===== src/design/assert_macros.svh =====
// Assertion macros shared by the decoder RTL.
`ifndef ASSERT_MACROS_SVH
`define ASSERT_MACROS_SVH

// Implication or plain property, sampled on the rising clock, off during reset.
`define CHB_ASSERT(label, clk, rst_n, prop, msg) \
  label: assert property (@(posedge clk) disable iff (!rst_n) (prop)) \
    else $error(msg);

// Condition that must never be true at a clock edge.
`define CHB_NEVER(label, clk, rst_n, cond, msg) \
  label: assert property (@(posedge clk) disable iff (!rst_n) !(cond)) \
    else $error(msg);

`endif


===== src/design/chb_pkg.sv =====
// Shared types and constants for the chunked body decoder.
package chb_pkg;

  localparam int SIZE_BITS_DEFAULT   = 24;
  localparam int LENGTH_BITS_DEFAULT = 24;
  localparam int CFG_BITS            = 24;
  localparam int LEN_OUT_BITS        = 24;
  localparam int QUEUE_DEPTH         = 4;
  localparam logic [CFG_BITS-1:0] MAX_CHUNK_RESET = 24'd65536;

  typedef enum logic [2:0] {
    PH_LEAD    = 3'd0,
    PH_DIGITS  = 3'd1,
    PH_CRLF    = 3'd2,
    PH_DATA    = 3'd3,
    PH_TRAILER = 3'd4,
    PH_DONE    = 3'd5
  } chb_phase_t;

  typedef enum logic [1:0] {
    KIND_BYTE = 2'd0,
    KIND_OK   = 2'd1,
    KIND_ERR  = 2'd2
  } chb_kind_t;

  // Results caused by one input byte: an optional first beat (payload byte or
  // status) and an optional second beat (end-of-input status).
  typedef struct packed {
    logic                    v0;
    chb_kind_t               kind0;
    logic [7:0]              data0;
    logic [LEN_OUT_BITS-1:0] len0;
    logic                    v1;
    chb_kind_t               kind1;
    logic [LEN_OUT_BITS-1:0] len1;
  } chb_rec_t;

  typedef struct packed {
    logic     push;
    chb_rec_t rec;
  } chb_qwr_t;

  typedef struct packed {
    logic     valid;
    chb_rec_t rec;
  } chb_qrd_t;

endpackage


===== src/design/chb_front.sv =====
// Front end: accepts body bytes, runs the chunk parser, emits result records.
`include "assert_macros.svh"

module chb_front #(
  parameter int SIZE_BITS   = chb_pkg::SIZE_BITS_DEFAULT,
  parameter int LENGTH_BITS = chb_pkg::LENGTH_BITS_DEFAULT
) (
  input  logic                         clk,
  input  logic                         rst_n,
  input  logic                         in_tvalid,
  output logic                         in_tready,
  input  logic [7:0]                   in_tdata,
  input  logic                         in_tlast,
  input  logic                         cfg_we,
  input  logic [chb_pkg::CFG_BITS-1:0] cfg_wdata,
  input  logic                         q_full,
  output chb_pkg::chb_qwr_t            qwr
);

  localparam int AW = SIZE_BITS + 1;
  localparam int CW = (AW > chb_pkg::CFG_BITS) ? AW : chb_pkg::CFG_BITS;
  localparam logic [AW-1:0] ACC_SAT = {1'b1, {SIZE_BITS{1'b0}}};
  localparam logic [1:0] TRAIL_SKIP = 2'd2;
  localparam logic [7:0] CHAR_SP    = 8'h20;
  localparam logic [7:0] CHAR_TAB   = 8'h09;
  localparam logic [7:0] CHAR_MINUS = 8'h2d;
  localparam logic [7:0] CHAR_CR    = 8'h0d;
  localparam logic [7:0] CHAR_LF    = 8'h0a;

  // {valid, value}
  function automatic logic [4:0] hex_decode(input logic [7:0] b);
    logic [4:0] r;
    r = 5'd0;
    if (b inside {[8'h30:8'h39]}) r = {1'b1, 4'(b - 8'h30)};
    else if (b inside {[8'h61:8'h66]}) r = {1'b1, 4'(b - 8'h57)};
    else if (b inside {[8'h41:8'h46]}) r = {1'b1, 4'(b - 8'h37)};
    return r;
  endfunction

  chb_pkg::chb_phase_t        ph_r, ph_m, ph_nxt;
  logic [AW-1:0]              acc_r, acc_m, acc_nxt, acc_dig;
  logic                       neg_r, neg_m, neg_nxt;
  logic                       dig_r, dig_m, dig_nxt;
  logic                       cr_r, cr_m, cr_nxt;
  logic [AW-1:0]              rem_r, rem_m, rem_nxt;
  logic [1:0]                 trl_r, trl_m, trl_nxt;
  logic [LENGTH_BITS-1:0]     cnt_r, cnt_m, cnt_nxt;
  logic [chb_pkg::CFG_BITS-1:0] max_r;

  logic [4:0]        hx;
  logic              is_blank, acc_over, in_acc;
  logic              e0_v, e1_v;
  chb_pkg::chb_kind_t e0_kind, e1_kind;
  logic [7:0]        e0_data;

  assign in_tready = !q_full;
  assign in_acc    = in_tvalid && in_tready;
  assign hx        = hex_decode(in_tdata);
  assign is_blank  = (in_tdata == CHAR_SP) || (in_tdata == CHAR_TAB);
  assign acc_over  = CW'(acc_r) > CW'(max_r);
  // acc*16 + digit, pinned at 2^SIZE_BITS once it would reach it
  assign acc_dig   = (acc_r[SIZE_BITS:SIZE_BITS-4] != '0) ? ACC_SAT :
                     {1'b0, acc_r[SIZE_BITS-5:0], hx[3:0]};

  always_comb begin : next_state
    ph_m = ph_r; acc_m = acc_r; neg_m = neg_r; dig_m = dig_r;
    cr_m = cr_r; rem_m = rem_r; trl_m = trl_r; cnt_m = cnt_r;
    e0_v = 1'b0; e0_kind = chb_pkg::KIND_BYTE; e0_data = 8'd0;
    case (ph_r)
      chb_pkg::PH_LEAD, chb_pkg::PH_DIGITS: begin
        if (hx[4]) begin
          acc_m = acc_dig;
          dig_m = 1'b1;
          ph_m  = chb_pkg::PH_DIGITS;
        end else if (ph_r == chb_pkg::PH_LEAD && is_blank) begin
          ph_m = chb_pkg::PH_LEAD;
        end else if (ph_r == chb_pkg::PH_LEAD && in_tdata == CHAR_MINUS) begin
          neg_m = 1'b1;
          ph_m  = chb_pkg::PH_DIGITS;
        end else if (!dig_r || acc_r == '0) begin
          e0_v    = 1'b1;
          e0_kind = chb_pkg::KIND_OK;
          ph_m    = chb_pkg::PH_DONE;
        end else if (neg_r || acc_over) begin
          e0_v    = 1'b1;
          e0_kind = chb_pkg::KIND_ERR;
          ph_m    = chb_pkg::PH_DONE;
        end else begin
          // size accepted; this byte already counts toward the CRLF hunt
          rem_m = acc_r;
          cr_m  = (in_tdata == CHAR_CR);
          ph_m  = chb_pkg::PH_CRLF;
        end
      end
      chb_pkg::PH_CRLF: begin
        if (in_tdata == CHAR_LF && cr_r) begin
          cr_m = 1'b0;
          ph_m = chb_pkg::PH_DATA;
        end else begin
          cr_m = (in_tdata == CHAR_CR);
        end
      end
      chb_pkg::PH_DATA: begin
        e0_v    = 1'b1;
        e0_data = in_tdata;
        if (cnt_r != '1) cnt_m = cnt_r + 1'b1;
        if (rem_r != '0) rem_m = rem_r - 1'b1;
        if (rem_m == '0) begin
          trl_m = TRAIL_SKIP;
          ph_m  = chb_pkg::PH_TRAILER;
        end
      end
      chb_pkg::PH_TRAILER: begin
        if (trl_r != 2'd0) trl_m = trl_r - 1'b1;
        if (trl_m == 2'd0) begin
          ph_m  = chb_pkg::PH_LEAD;
          acc_m = '0;
          neg_m = 1'b0;
          dig_m = 1'b0;
          cr_m  = 1'b0;
        end
      end
      default: begin
        ph_m = ph_r;
      end
    endcase

    if (in_tlast) begin
      ph_nxt = chb_pkg::PH_LEAD; acc_nxt = '0; neg_nxt = 1'b0; dig_nxt = 1'b0;
      cr_nxt = 1'b0; rem_nxt = '0; trl_nxt = 2'd0; cnt_nxt = '0;
    end else begin
      ph_nxt = ph_m; acc_nxt = acc_m; neg_nxt = neg_m; dig_nxt = dig_m;
      cr_nxt = cr_m; rem_nxt = rem_m; trl_nxt = trl_m; cnt_nxt = cnt_m;
    end
  end

  always_comb begin : outputs
    e1_v    = 1'b0;
    e1_kind = chb_pkg::KIND_ERR;
    if (in_tlast) begin
      case (ph_m)
        chb_pkg::PH_LEAD, chb_pkg::PH_DIGITS: begin
          e1_v    = 1'b1;
          e1_kind = (!dig_m || acc_m == '0) ? chb_pkg::KIND_OK : chb_pkg::KIND_ERR;
        end
        chb_pkg::PH_CRLF, chb_pkg::PH_DATA, chb_pkg::PH_TRAILER: begin
          e1_v = 1'b1;
        end
        default: begin
          e1_v = 1'b0;
        end
      endcase
    end
    qwr.push      = in_acc && (e0_v || e1_v);
    qwr.rec.v0    = e0_v;
    qwr.rec.kind0 = e0_kind;
    qwr.rec.data0 = e0_data;
    qwr.rec.len0  = chb_pkg::LEN_OUT_BITS'(cnt_r);
    qwr.rec.v1    = e1_v;
    qwr.rec.kind1 = e1_kind;
    qwr.rec.len1  = chb_pkg::LEN_OUT_BITS'(cnt_m);
  end

  always_ff @(posedge clk) begin
    if (!rst_n) begin
      ph_r  <= chb_pkg::PH_LEAD;
      acc_r <= '0;
      neg_r <= 1'b0;
      dig_r <= 1'b0;
      cr_r  <= 1'b0;
      rem_r <= '0;
      trl_r <= 2'd0;
      cnt_r <= '0;
      max_r <= chb_pkg::MAX_CHUNK_RESET;
    end else begin
      if (cfg_we) max_r <= cfg_wdata;
      if (in_acc) begin
        ph_r  <= ph_nxt;
        acc_r <= acc_nxt;
        neg_r <= neg_nxt;
        dig_r <= dig_nxt;
        cr_r  <= cr_nxt;
        rem_r <= rem_nxt;
        trl_r <= trl_nxt;
        cnt_r <= cnt_nxt;
      end
    end
  end

  `CHB_ASSERT(a_last_clears, clk, rst_n,
              (in_acc && in_tlast) |=> (ph_r == chb_pkg::PH_LEAD && cnt_r == '0),
              "message state not cleared after end of input")

endmodule


===== src/design/chb_fifo.sv =====
// Short record queue between parser front end and output back end.
`include "assert_macros.svh"

module chb_fifo (
  input  logic              clk,
  input  logic              rst_n,
  input  chb_pkg::chb_qwr_t qwr,
  output logic              q_full,
  input  logic              pop,
  output chb_pkg::chb_qrd_t qrd
);

  localparam int DEPTH = chb_pkg::QUEUE_DEPTH;
  localparam int AW    = $clog2(DEPTH);
  localparam int CW    = $clog2(DEPTH + 1);

  chb_pkg::chb_rec_t mem_r [DEPTH];
  logic [AW-1:0] wr_ptr_r, rd_ptr_r;
  logic [CW-1:0] cnt_r;

  assign q_full    = (cnt_r == CW'(DEPTH));
  assign qrd.valid = (cnt_r != '0);
  assign qrd.rec   = mem_r[rd_ptr_r];

  always_ff @(posedge clk) begin
    if (qwr.push) mem_r[wr_ptr_r] <= qwr.rec;
  end

  always_ff @(posedge clk) begin
    if (!rst_n) begin
      wr_ptr_r <= '0;
      rd_ptr_r <= '0;
      cnt_r    <= '0;
    end else begin
      if (qwr.push)
        wr_ptr_r <= (wr_ptr_r == AW'(DEPTH - 1)) ? '0 : wr_ptr_r + 1'b1;
      if (pop)
        rd_ptr_r <= (rd_ptr_r == AW'(DEPTH - 1)) ? '0 : rd_ptr_r + 1'b1;
      if (qwr.push && !pop) cnt_r <= cnt_r + 1'b1;
      else if (pop && !qwr.push) cnt_r <= cnt_r - 1'b1;
    end
  end

  `CHB_NEVER(a_push_full, clk, rst_n, qwr.push && q_full, "push into full queue")
  `CHB_NEVER(a_pop_empty, clk, rst_n, pop && !qrd.valid, "pop from empty queue")

endmodule


===== src/design/chb_back.sv =====
// Back end: expands queued records into output beats through a holding register.
`include "assert_macros.svh"

module chb_back (
  input  logic                             clk,
  input  logic                             rst_n,
  input  chb_pkg::chb_qrd_t                qrd,
  output logic                             pop,
  output logic                             out_tvalid,
  input  logic                             out_tready,
  output logic [7:0]                       out_data,
  output logic [chb_pkg::LEN_OUT_BITS-1:0] out_len,
  output chb_pkg::chb_kind_t               out_kind
);

  logic out_valid_r, half_r, load_ok;
  chb_pkg::chb_kind_t hold_kind_r, kind_r;
  logic [chb_pkg::LEN_OUT_BITS-1:0] hold_len_r, len_r;
  logic [7:0] data_r;

  assign load_ok    = !out_valid_r || out_tready;
  assign pop        = load_ok && !half_r && qrd.valid;
  assign out_tvalid = out_valid_r;
  assign out_data   = data_r;
  assign out_len    = len_r;
  assign out_kind   = kind_r;

  always_ff @(posedge clk) begin
    if (!rst_n) begin
      out_valid_r <= 1'b0;
      half_r      <= 1'b0;
    end else if (load_ok) begin
      if (half_r) begin
        out_valid_r <= 1'b1;
        half_r      <= 1'b0;
      end else begin
        out_valid_r <= qrd.valid;
        half_r      <= qrd.valid && qrd.rec.v0 && qrd.rec.v1;
      end
    end
  end

  always_ff @(posedge clk) begin
    if (load_ok) begin
      if (half_r) begin
        kind_r <= hold_kind_r;
        data_r <= 8'd0;
        len_r  <= hold_len_r;
      end else if (qrd.rec.v0) begin
        kind_r      <= qrd.rec.kind0;
        data_r      <= qrd.rec.data0;
        len_r       <= qrd.rec.len0;
        hold_kind_r <= qrd.rec.kind1;
        hold_len_r  <= qrd.rec.len1;
      end else begin
        kind_r <= qrd.rec.kind1;
        data_r <= 8'd0;
        len_r  <= qrd.rec.len1;
      end
    end
  end

  `CHB_ASSERT(a_dual_split, clk, rst_n,
              (pop && qrd.rec.v0 && qrd.rec.v1) |=> (half_r && out_valid_r),
              "two-beat record not split")

endmodule


===== src/design/http_chunked_body_decoder.sv =====
// A result beat passes from the parser through the record queue into the output register.
// Throughput: one body byte per cycle while the record queue is not full.
// A data byte that also ends the input yields two beats in one record.
// A 4-record queue between parser and output register absorbs output stalls.
// Reset (rst_n low, synchronous): parser back to start of a size line, counts
// zero, queue empty, max_chunk_size = 65536; no clearing pass.
module http_chunked_body_decoder #(
  parameter int SIZE_BITS   = chb_pkg::SIZE_BITS_DEFAULT,
  parameter int LENGTH_BITS = chb_pkg::LENGTH_BITS_DEFAULT
) (
  input  logic        clk,
  input  logic        rst_n,
  // input beats: one raw body byte each
  input  logic        in_tvalid,
  output logic        in_tready,
  input  logic [7:0]  in_tdata,   // [7:0] data_byte
  input  logic        in_tlast,   // end_of_input
  // result beats
  output logic        out_tvalid,
  input  logic        out_tready,
  output logic [31:0] out_tdata,  // [7:0] payload_byte, [31:8] total_length
  output logic [1:0]  out_tuser,  // [1:0] kind: 0 byte, 1 done ok, 2 error
  // max_chunk_size register
  input  logic        cfg_we,
  input  logic [23:0] cfg_wdata
);

  chb_pkg::chb_qwr_t qwr;
  chb_pkg::chb_qrd_t qrd;
  logic              q_full, pop;
  logic [7:0]        out_data;
  logic [chb_pkg::LEN_OUT_BITS-1:0] out_len;
  chb_pkg::chb_kind_t out_kind;

  // Front: size-line parsing, CRLF hunt, data pass, trailer skip, status.
  chb_front #(
    .SIZE_BITS   (SIZE_BITS),
    .LENGTH_BITS (LENGTH_BITS)
  ) u_front (
    .clk       (clk),
    .rst_n     (rst_n),
    .in_tvalid (in_tvalid),
    .in_tready (in_tready),
    .in_tdata  (in_tdata),
    .in_tlast  (in_tlast),
    .cfg_we    (cfg_we),
    .cfg_wdata (cfg_wdata),
    .q_full    (q_full),
    .qwr       (qwr)
  );

  // Records carry zero, one or two beats; empty records are never queued.
  chb_fifo u_fifo (
    .clk    (clk),
    .rst_n  (rst_n),
    .qwr    (qwr),
    .q_full (q_full),
    .pop    (pop),
    .qrd    (qrd)
  );

  // Back: output register, takes the next beat while the current one is taken.
  chb_back u_back (
    .clk        (clk),
    .rst_n      (rst_n),
    .qrd        (qrd),
    .pop        (pop),
    .out_tvalid (out_tvalid),
    .out_tready (out_tready),
    .out_data   (out_data),
    .out_len    (out_len),
    .out_kind   (out_kind)
  );

  assign out_tdata = {out_len, out_data};
  assign out_tuser = out_kind;

endmodule


===== config.mk =====
export PLATFORM = sky130hd
export DESIGN_NAME = http_chunked_body_decoder
export DESIGN_NICKNAME = d
export VERILOG_FILES = /design/src/design/chb_pkg.sv /design/src/design/chb_front.sv /design/src/design/chb_fifo.sv /design/src/design/chb_back.sv /design/src/design/http_chunked_body_decoder.sv
export VERILOG_INCLUDE_DIRS = /design/src /design/src/design
export SDC_FILE = /design/constraint.sdc
export NUM_CORES = 1
export LEC_CHECK = 0
export ABC_AREA = 0
export BUFFER_PORTS_ARGS = -buffer_cell sky130_fd_sc_hd__buf_2
export CAP_MARGIN = 15
export CORE_UTILIZATION = 40
export DETAILED_ROUTE_END_ITERATION = 6
export GPL_ROUTABILITY_DRIVEN = 1
export PLACE_DENSITY = 0.64
export SYNTH_ARGS = -nofsm -noshare
export SYNTH_HDL_FRONTEND = slang
export SYNTH_SLANG_ARGS = --single-unit
export TNS_END_PERCENT = 5

===== constraint.sdc =====
create_clock -name clk -period 5.6 [get_ports clk]
set_clock_uncertainty 0.05 [all_clocks]
set_input_delay 0.28 -clock clk [delete_from_list [all_inputs] [get_ports clk]]
set_output_delay 0.28 -clock clk [all_outputs]
set_load 0.05 [all_outputs]

==> results.yml, run 1 <==
run_status:
  status: "completed"
clocking:
  clkLatencyLatePin_ns: 0.59
  post-cts-setup-buffers: 0
  clockRootBuffer: "clkbuf_16"
  cts_hold_buf: 24
  cts_resized: 0
  cts_max_level: 2
  clockBufferDepth: 3
  cts_sinks: 425
  numCtsBuffers: 45
  cts_tree: "built"
  clk_pin_slew_worst_paths_ns: 0.06
finish:
  final_nets: 1576
  final_common_cell: "edfxtp_1"
  stdcell_count: 2136
  layout_common_cells: "308 x edfxtp_1, 120 x nor2_1, 114 x dfxtp_1"
  syn_to_final_growth_pct: 14.25
  layout-drive-gt1-share_pct: 16.60
  fin_util_pct: 46.76
  final_area_mm2: 0.02140
  num_antenna_cells: 0
route:
  ant_nets: 0
  drtIter0Drc: 1003
  avgViaCountPerCell: 5.614
  routed_wl_um: 42370
  drc: 0
  vias: 11991
  routedWlPerCell_um: 19.83
  drtPass1Iterations: 5
logic_synthesis:
  synth_area_per_cell_um2: 13.21
  ys.flop_type: "edfxtp_1"
  ys_types: 85
  yosysSeqAreaShare_pct: 61.88
  ys_ff_latch: 425
  synth_mux_area_share_pct: 10.40
  synth_top_area_share_pct: 49.37
  synth_edf_count: 308
  netlist_area_mm2: 0.01873
  synth_compound_area_share_pct: 9.852
  synth_top_family_by_area: "simple AND/OR/NAND/NOR gates"
  async_flop_share_pct: 0
  yosys.area.top_type: "edfxtp_1"
  synthAdderAreaFrac_pct: 2.578
  netlist_instances: 1418
  syn-num-nets: 1494
  yosysWarnings: 0
  synth_xor_area_share_pct: 1.543
  synth-simple-area-share_pct: 10.77
  ys_top_cells_by_area: "edfxtp_1 49%, dfxtp_1 13%, mux4_2 7.5%"
critical_path:
  crit-reg2reg-launch: "u_front.max_r[20]$_SDFFE_PN0P_"
  path_class: "register to register"
  critPathLaunchType: "register"
  r2r-end: "u_fifo.mem_r[0][10]$_DFFE_PP_"
  reg2reg_slack_ns: 1.36
  path_max_fanout: 36
  reg2reg_depth: 10
  worstSetupEndpointType: "register"
  cp_data_required_time_ns: 5.81
  arrival_ns: 4.45
sta:
  setup_tns_ns: 0
  maxSlewHeadroom_pct: 36.46
  fin_crit_ns: 4.236
  grt_setup_unrepaired: "false"
  finalHoldViolCount: 0
  drv_slew: 0
  finalWorstSetupSlack_ns: 1.364
  setup_viol: 0
  whs_ns: 0.07990
  worst_pin_slew_ns: 0.9530
  fmax_ghz: 0.2361
  timing.final.crit_share_pct: 75.65
global_routing:
  grt_pass1_wl_um: 67320
  antenna_found_initial: 1
  grt_pass1_vias: 12178
  grtUsageTotal_pct: 18.18
  overflow: 0
  grt_max_degree: 83
floorplanning:
  start_util_pct: 40.93
  die_area_mm2: 0.04770
  fp.dieW_um: 218.4
  die_h_um: 218.4
  std_cell_rows: 78
  io_pins: 74
  fp.coreArea_mm2: 0.04577
worst_hold_path:
  hold_path_end: "u_back.half_r$_SDFFE_PN0N_"
  holdPathStages: 4
  hp-start: "out_tready"
  hp-class: "input pin to register"
placed_design:
  numPortBuffers: 73
  place_area_mm2: 0.01966
  placed_cells: 2029
  dpl_worst_slack_ns: 1.426
  place_hpwl_um: 26490
  routabilityCongestion: 0.9236
job:
  maxCapViolations: 0
power:
  peakVddDrop_mv: 0.2580
  leakage_nw: 7.380
  p_per_area_mw_per_mm2: 438.9
  finalPower_mw: 9.393
## worst max-delay path by stage
stage / startpoint / endpoint / slack [ns]
3_5_place_dp: u_front.acc_r[6]$_SDFFE_PN0P_ / u_fifo.mem_r[0][34]$_DFFE_PP_ / 1.43
4_1_cts: u_front.acc_r[6]$_SDFFE_PN0P_ / u_fifo.mem_r[0][37]$_DFFE_PP_ / 1.40
2_1_floorplan: u_front.max_r[6]$_SDFFE_PN0P_ / u_fifo.mem_r[0][0]$_DFFE_PP_ / 1.14
5_1_grt: u_front.max_r[20]$_SDFFE_PN0P_ / u_fifo.mem_r[0][35]$_DFFE_PP_ / 1.14
6_report: u_front.max_r[20]$_SDFFE_PN0P_ / u_fifo.mem_r[0][10]$_DFFE_PP_ / 1.36
3_3_place_gp: u_front.acc_r[6]$_SDFFE_PN0P_ / u_fifo.mem_r[0][10]$_DFFE_PP_ / 1.48
## power breakdown
group          switching, mW  internal, mW  leakage, nW
clock                   1.24          1.76        0.732
combinational           1.40         0.824         3.00
sequential             0.210          3.95         3.65
total                   2.85          6.54         7.38
## kinds of logic after synthesis
kind of cell | count (synthesis)
flip-flops | 425
AND/OR/NAND/NOR | 412
AO/OA/AOI/OAI | 269
buffers and inverters | 124
multiplexers | 117
adder cells (fa/ha/maj) | 38
XOR/XNOR | 33
## Yosys cell counts, drive strengths merged (17+ instances only)
cell      n
edfxtp  308
nor2    120
dfxtp   117
nand2   111
o21ai    95
mux4     62
clkbuf   59
a21oi    56
mux2i    54
inv      42
ha       37
nor3     33
a22oi    28
nand3    25
and3     20
buf      20
or3      18
xor2     17
## layout make-up
cell class	count	area [um^2]
clock buffer	62	1250
clock inverter	21	256.5
fill	4026	24370
inverter	43	161.4
multi-input combinational	869	6588
sequential	425	11600
tap	600	750.7
timing repair buffer	116	798.3
## critical path: stages (launching register included)
cell	delay [ns]
dfxtp_1	0.32
inv_1	0.05
ha_1	0.32
nand4_1	0.17
nor4_2	0.47
nand3_1	0.37
a2111oi_4	0.51
o221ai_2	0.17
o2111ai_1	0.38
and3_2	0.76
buf_12	0.33
## per-layer routing
metal	track usage [%]	vias up	share of wire, %
met5	0	-	0.028
met4	6.410	2	2.7
met3	3.410	82	5.3
met2	31.33	326	50
met1	22.70	5991	42
li1	-	5590	-
## flip-flops by register name, summed over array words and instances (netlist names), 3 cells and up, named ones only
register           cells
u_front.max_r         24
u_front.acc_r         25
u_front.cnt_r         24
u_back.out_data        8
u_front.ph_r           3
u_fifo.cnt_r           3
u_front.rem_r         25
u_fifo.mem_r         248
u_back.out_len        24
u_back.hold_len_r     24
(Power assumes the default switching activity.)
==> run 2: changes to the inputs <==
Settings changed: PLACE_DENSITY 0.64 to 0.66.
Clock period 5.6 ns to 3.5 ns, I/O delays scaled along.
==> results.yml, run 2 (same netlist as run 1, synthesis figures left out) <==
route:
  routedLengthMet1_um: 18510
  vias: 12411
  met3_length_um: 2225
  drtIter0Drc: 1136
  drc: 0
  drtPass1Iterations: 5
  routedWlPerCell_um: 19.55
  routed_wl_um: 43920
  avgViaCountPerCell: 5.526
  maxUsedRoutingLayer: "met5"
  dr_wl_met2_um: 21950
  ant_nets: 0
placed_design:
  place_hpwl_um: 27840
  routabilityCongestion: 0.8799
  numPortBuffers: 73
power:
  peakVddDrop_mv: 0.5429
  leakage_nw: 8.028
  p_per_area_mw_per_mm2: 688.7
  finalPower_mw: 15.54
clocking:
  clockBufferDepth: 3
  numCtsBuffers: 45
  cts_max_level: 2
  clk_pin_slew_worst_paths_ns: 0.06
  cts_sinks: 425
  clockRootBuffer: "clkbuf_16"
  cts_tree: "built"
  clkLatencyLatePin_ns: 0.58
sta:
  grt_setup_unrepaired: "true"
  setup_viol: 60
  setup_tns_ns: -1.719
  finalWorstSetupSlack_ns: -0.4170
  drv_slew: 0
  maxSlewHeadroom_pct: 35.90
  fmax_ghz: 0.2553
  whs_ns: 0.04472
  finalHoldViolCount: 0
  timing.final.crit_share_pct: 111.9
  worst_pin_slew_ns: 0.9615
  fin_crit_ns: 3.917
finish:
  final_common_cell: "edfxtp_1"
  syn_to_final_growth_pct: 20.49
  largest_reg_flops: 248
  n_fill_cell: 3897
  num_antenna_cells: 0
  layout-drive-gt1-share_pct: 23.03
  layout_common_cells: "308 x edfxtp_1, 120 x nor2_1, 111 x dfxtp_1"
  regMostFlops: "u_fifo.mem_r"
  reg_top3: "u_fifo.mem_r x248, u_front.acc_r x25, u_front.rem_r x25"
  seqCellArea_mm2: 0.01160
  multiInputGateArea_mm2: 0.006675
  final_nets: 1685
floorplanning:
  fp.coreArea_mm2: 0.04577
  io_pins: 74
  std_cell_rows: 78
  start_util_pct: 40.93
  fp.dieW_um: 218.4
  die_h_um: 218.4
  die_area_mm2: 0.04770
global_routing:
  grt_max_degree: 83
  grtUsageTotal_pct: 18.62
  overflow: 0
  antenna_found_initial: 1
  grt_pass1_vias: 12377
  grt_pass1_wl_um: 68830
run_status:
  violations: "setup timing"
  status: "complete, but fails checks"
worst_hold_path:
  hp-class: "input pin to register"
  hp-start: "in_tdata[6]"
critical_path:
  cp_data_required_time_ns: 3.93
  critPathLaunchType: "register"
  arrival_ns: 4.35
  crit-reg2reg-launch: "u_front.max_r[6]$_SDFFE_PN0P_"
  crit_path_start: "u_front.max_r[6]$_SDFFE_PN0P_"
  path_max_fanout: 4
  worstSetupEndpointType: "register"
  path_class: "register to register"
job:
  maxCapViolations: 0
run 2: changes by cell type in the layout (fill, tap and decap cells not counted), moves of 3 or more:
cell	change
dfxtp_1	-3
clkbuf_1	-4
dfxtp_2	+3
and3_2	-4
buf_12	+9
buf_4	+92
bufinv_16	+3
and3_4	+4
ha_1	-4
ha_4	+3
clkbuf_16	+4
clkinv_2	+3
run 2: area by class of cell:
class / count / share of cell area [%]
Clock buffer: 58 / 5.571
Clock inverter: 26 / 1.369
Inverter: 43 / 0.7151
Multi-Input combinational cell: 869 / 29.57
Sequential cell: 425 / 51.40
Tap cell: 600 / 3.326
Timing Repair Buffer: 225 / 8.049
run 2: metal layers:
layer / vias up / global-route usage [%]
li1: 5818 / -
met1: 6152 / 23.46
met2: 351 / 32.14
met3: 88 / 3.159
met4: 2 / 6.480
met5: - / 0
run 2: worst max-delay path: stages, from the launching register on:
cell and delay, ns:
dfxtp_2 0.33, inv_2 0.04, ha_4 0.21, a21o_1 0.15, a21o_1 0.17, a221o_1 0.34
a211o_4 0.37, a2111oi_4 0.39, o221ai_2 0.16, o2111a_1 0.30, nor2_1 0.12, ha_2 0.20
inv_2 0.04, fa_2 0.33, xor2_1 0.17, or3_1 0.32, a21oi_1 0.13
run 2: per-stage QoR:
| stage | utilization (%) | worst slack, ns | cell area [um^2] | cells |
|---|---|---|---|---|
| after floorplan | - | -0.2429 | 18760 | 1418 |
| after global placement | 44.78 | -0.4394 | 20500 | 2127 |
| after detailed placement | 44.78 | -0.5191 | 20500 | 2127 |
| after CTS | 49.05 | -0.3889 | 22450 | 2240 |
| after global routing | 49.31 | -0.5307 | 22570 | 2246 |
| final | 49.31 | -0.4170 | 22570 | 2246 |
run 2: power breakdown:
group | total, mW | leakage [nW] | internal, mW | switching (mW)
combinational | 3.97 | 3.61 | 1.53 | 2.44
clock | 5.01 | 0.767 | 3.05 | 1.96
sequential | 6.56 | 3.65 | 6.32 | 0.243
run 2: path summary, 6_finish.rpt:
kind                                    end  slack (ns)  cells after the start
max reg2reg    u_fifo.cnt_r[2]$_SDFFE_PN0P_       -0.42                     16
max            u_fifo.cnt_r[2]$_SDFFE_PN0P_       -0.42                     16
min reg2reg  u_front.rem_r[17]$_SDFFE_PN0P_        0.45                      2
min           u_fifo.mem_r[2][57]$_DFFE_PP_        0.04                      2
run 2: timing repair:
item	CTS	global route
endpoints found under the hold margin	26	0
resized for setup	15	5
pin swaps	9	2
cloned	2	2
buffers inserted	1	4
setup endpoints to repair	251	252
hold buffers	26	0
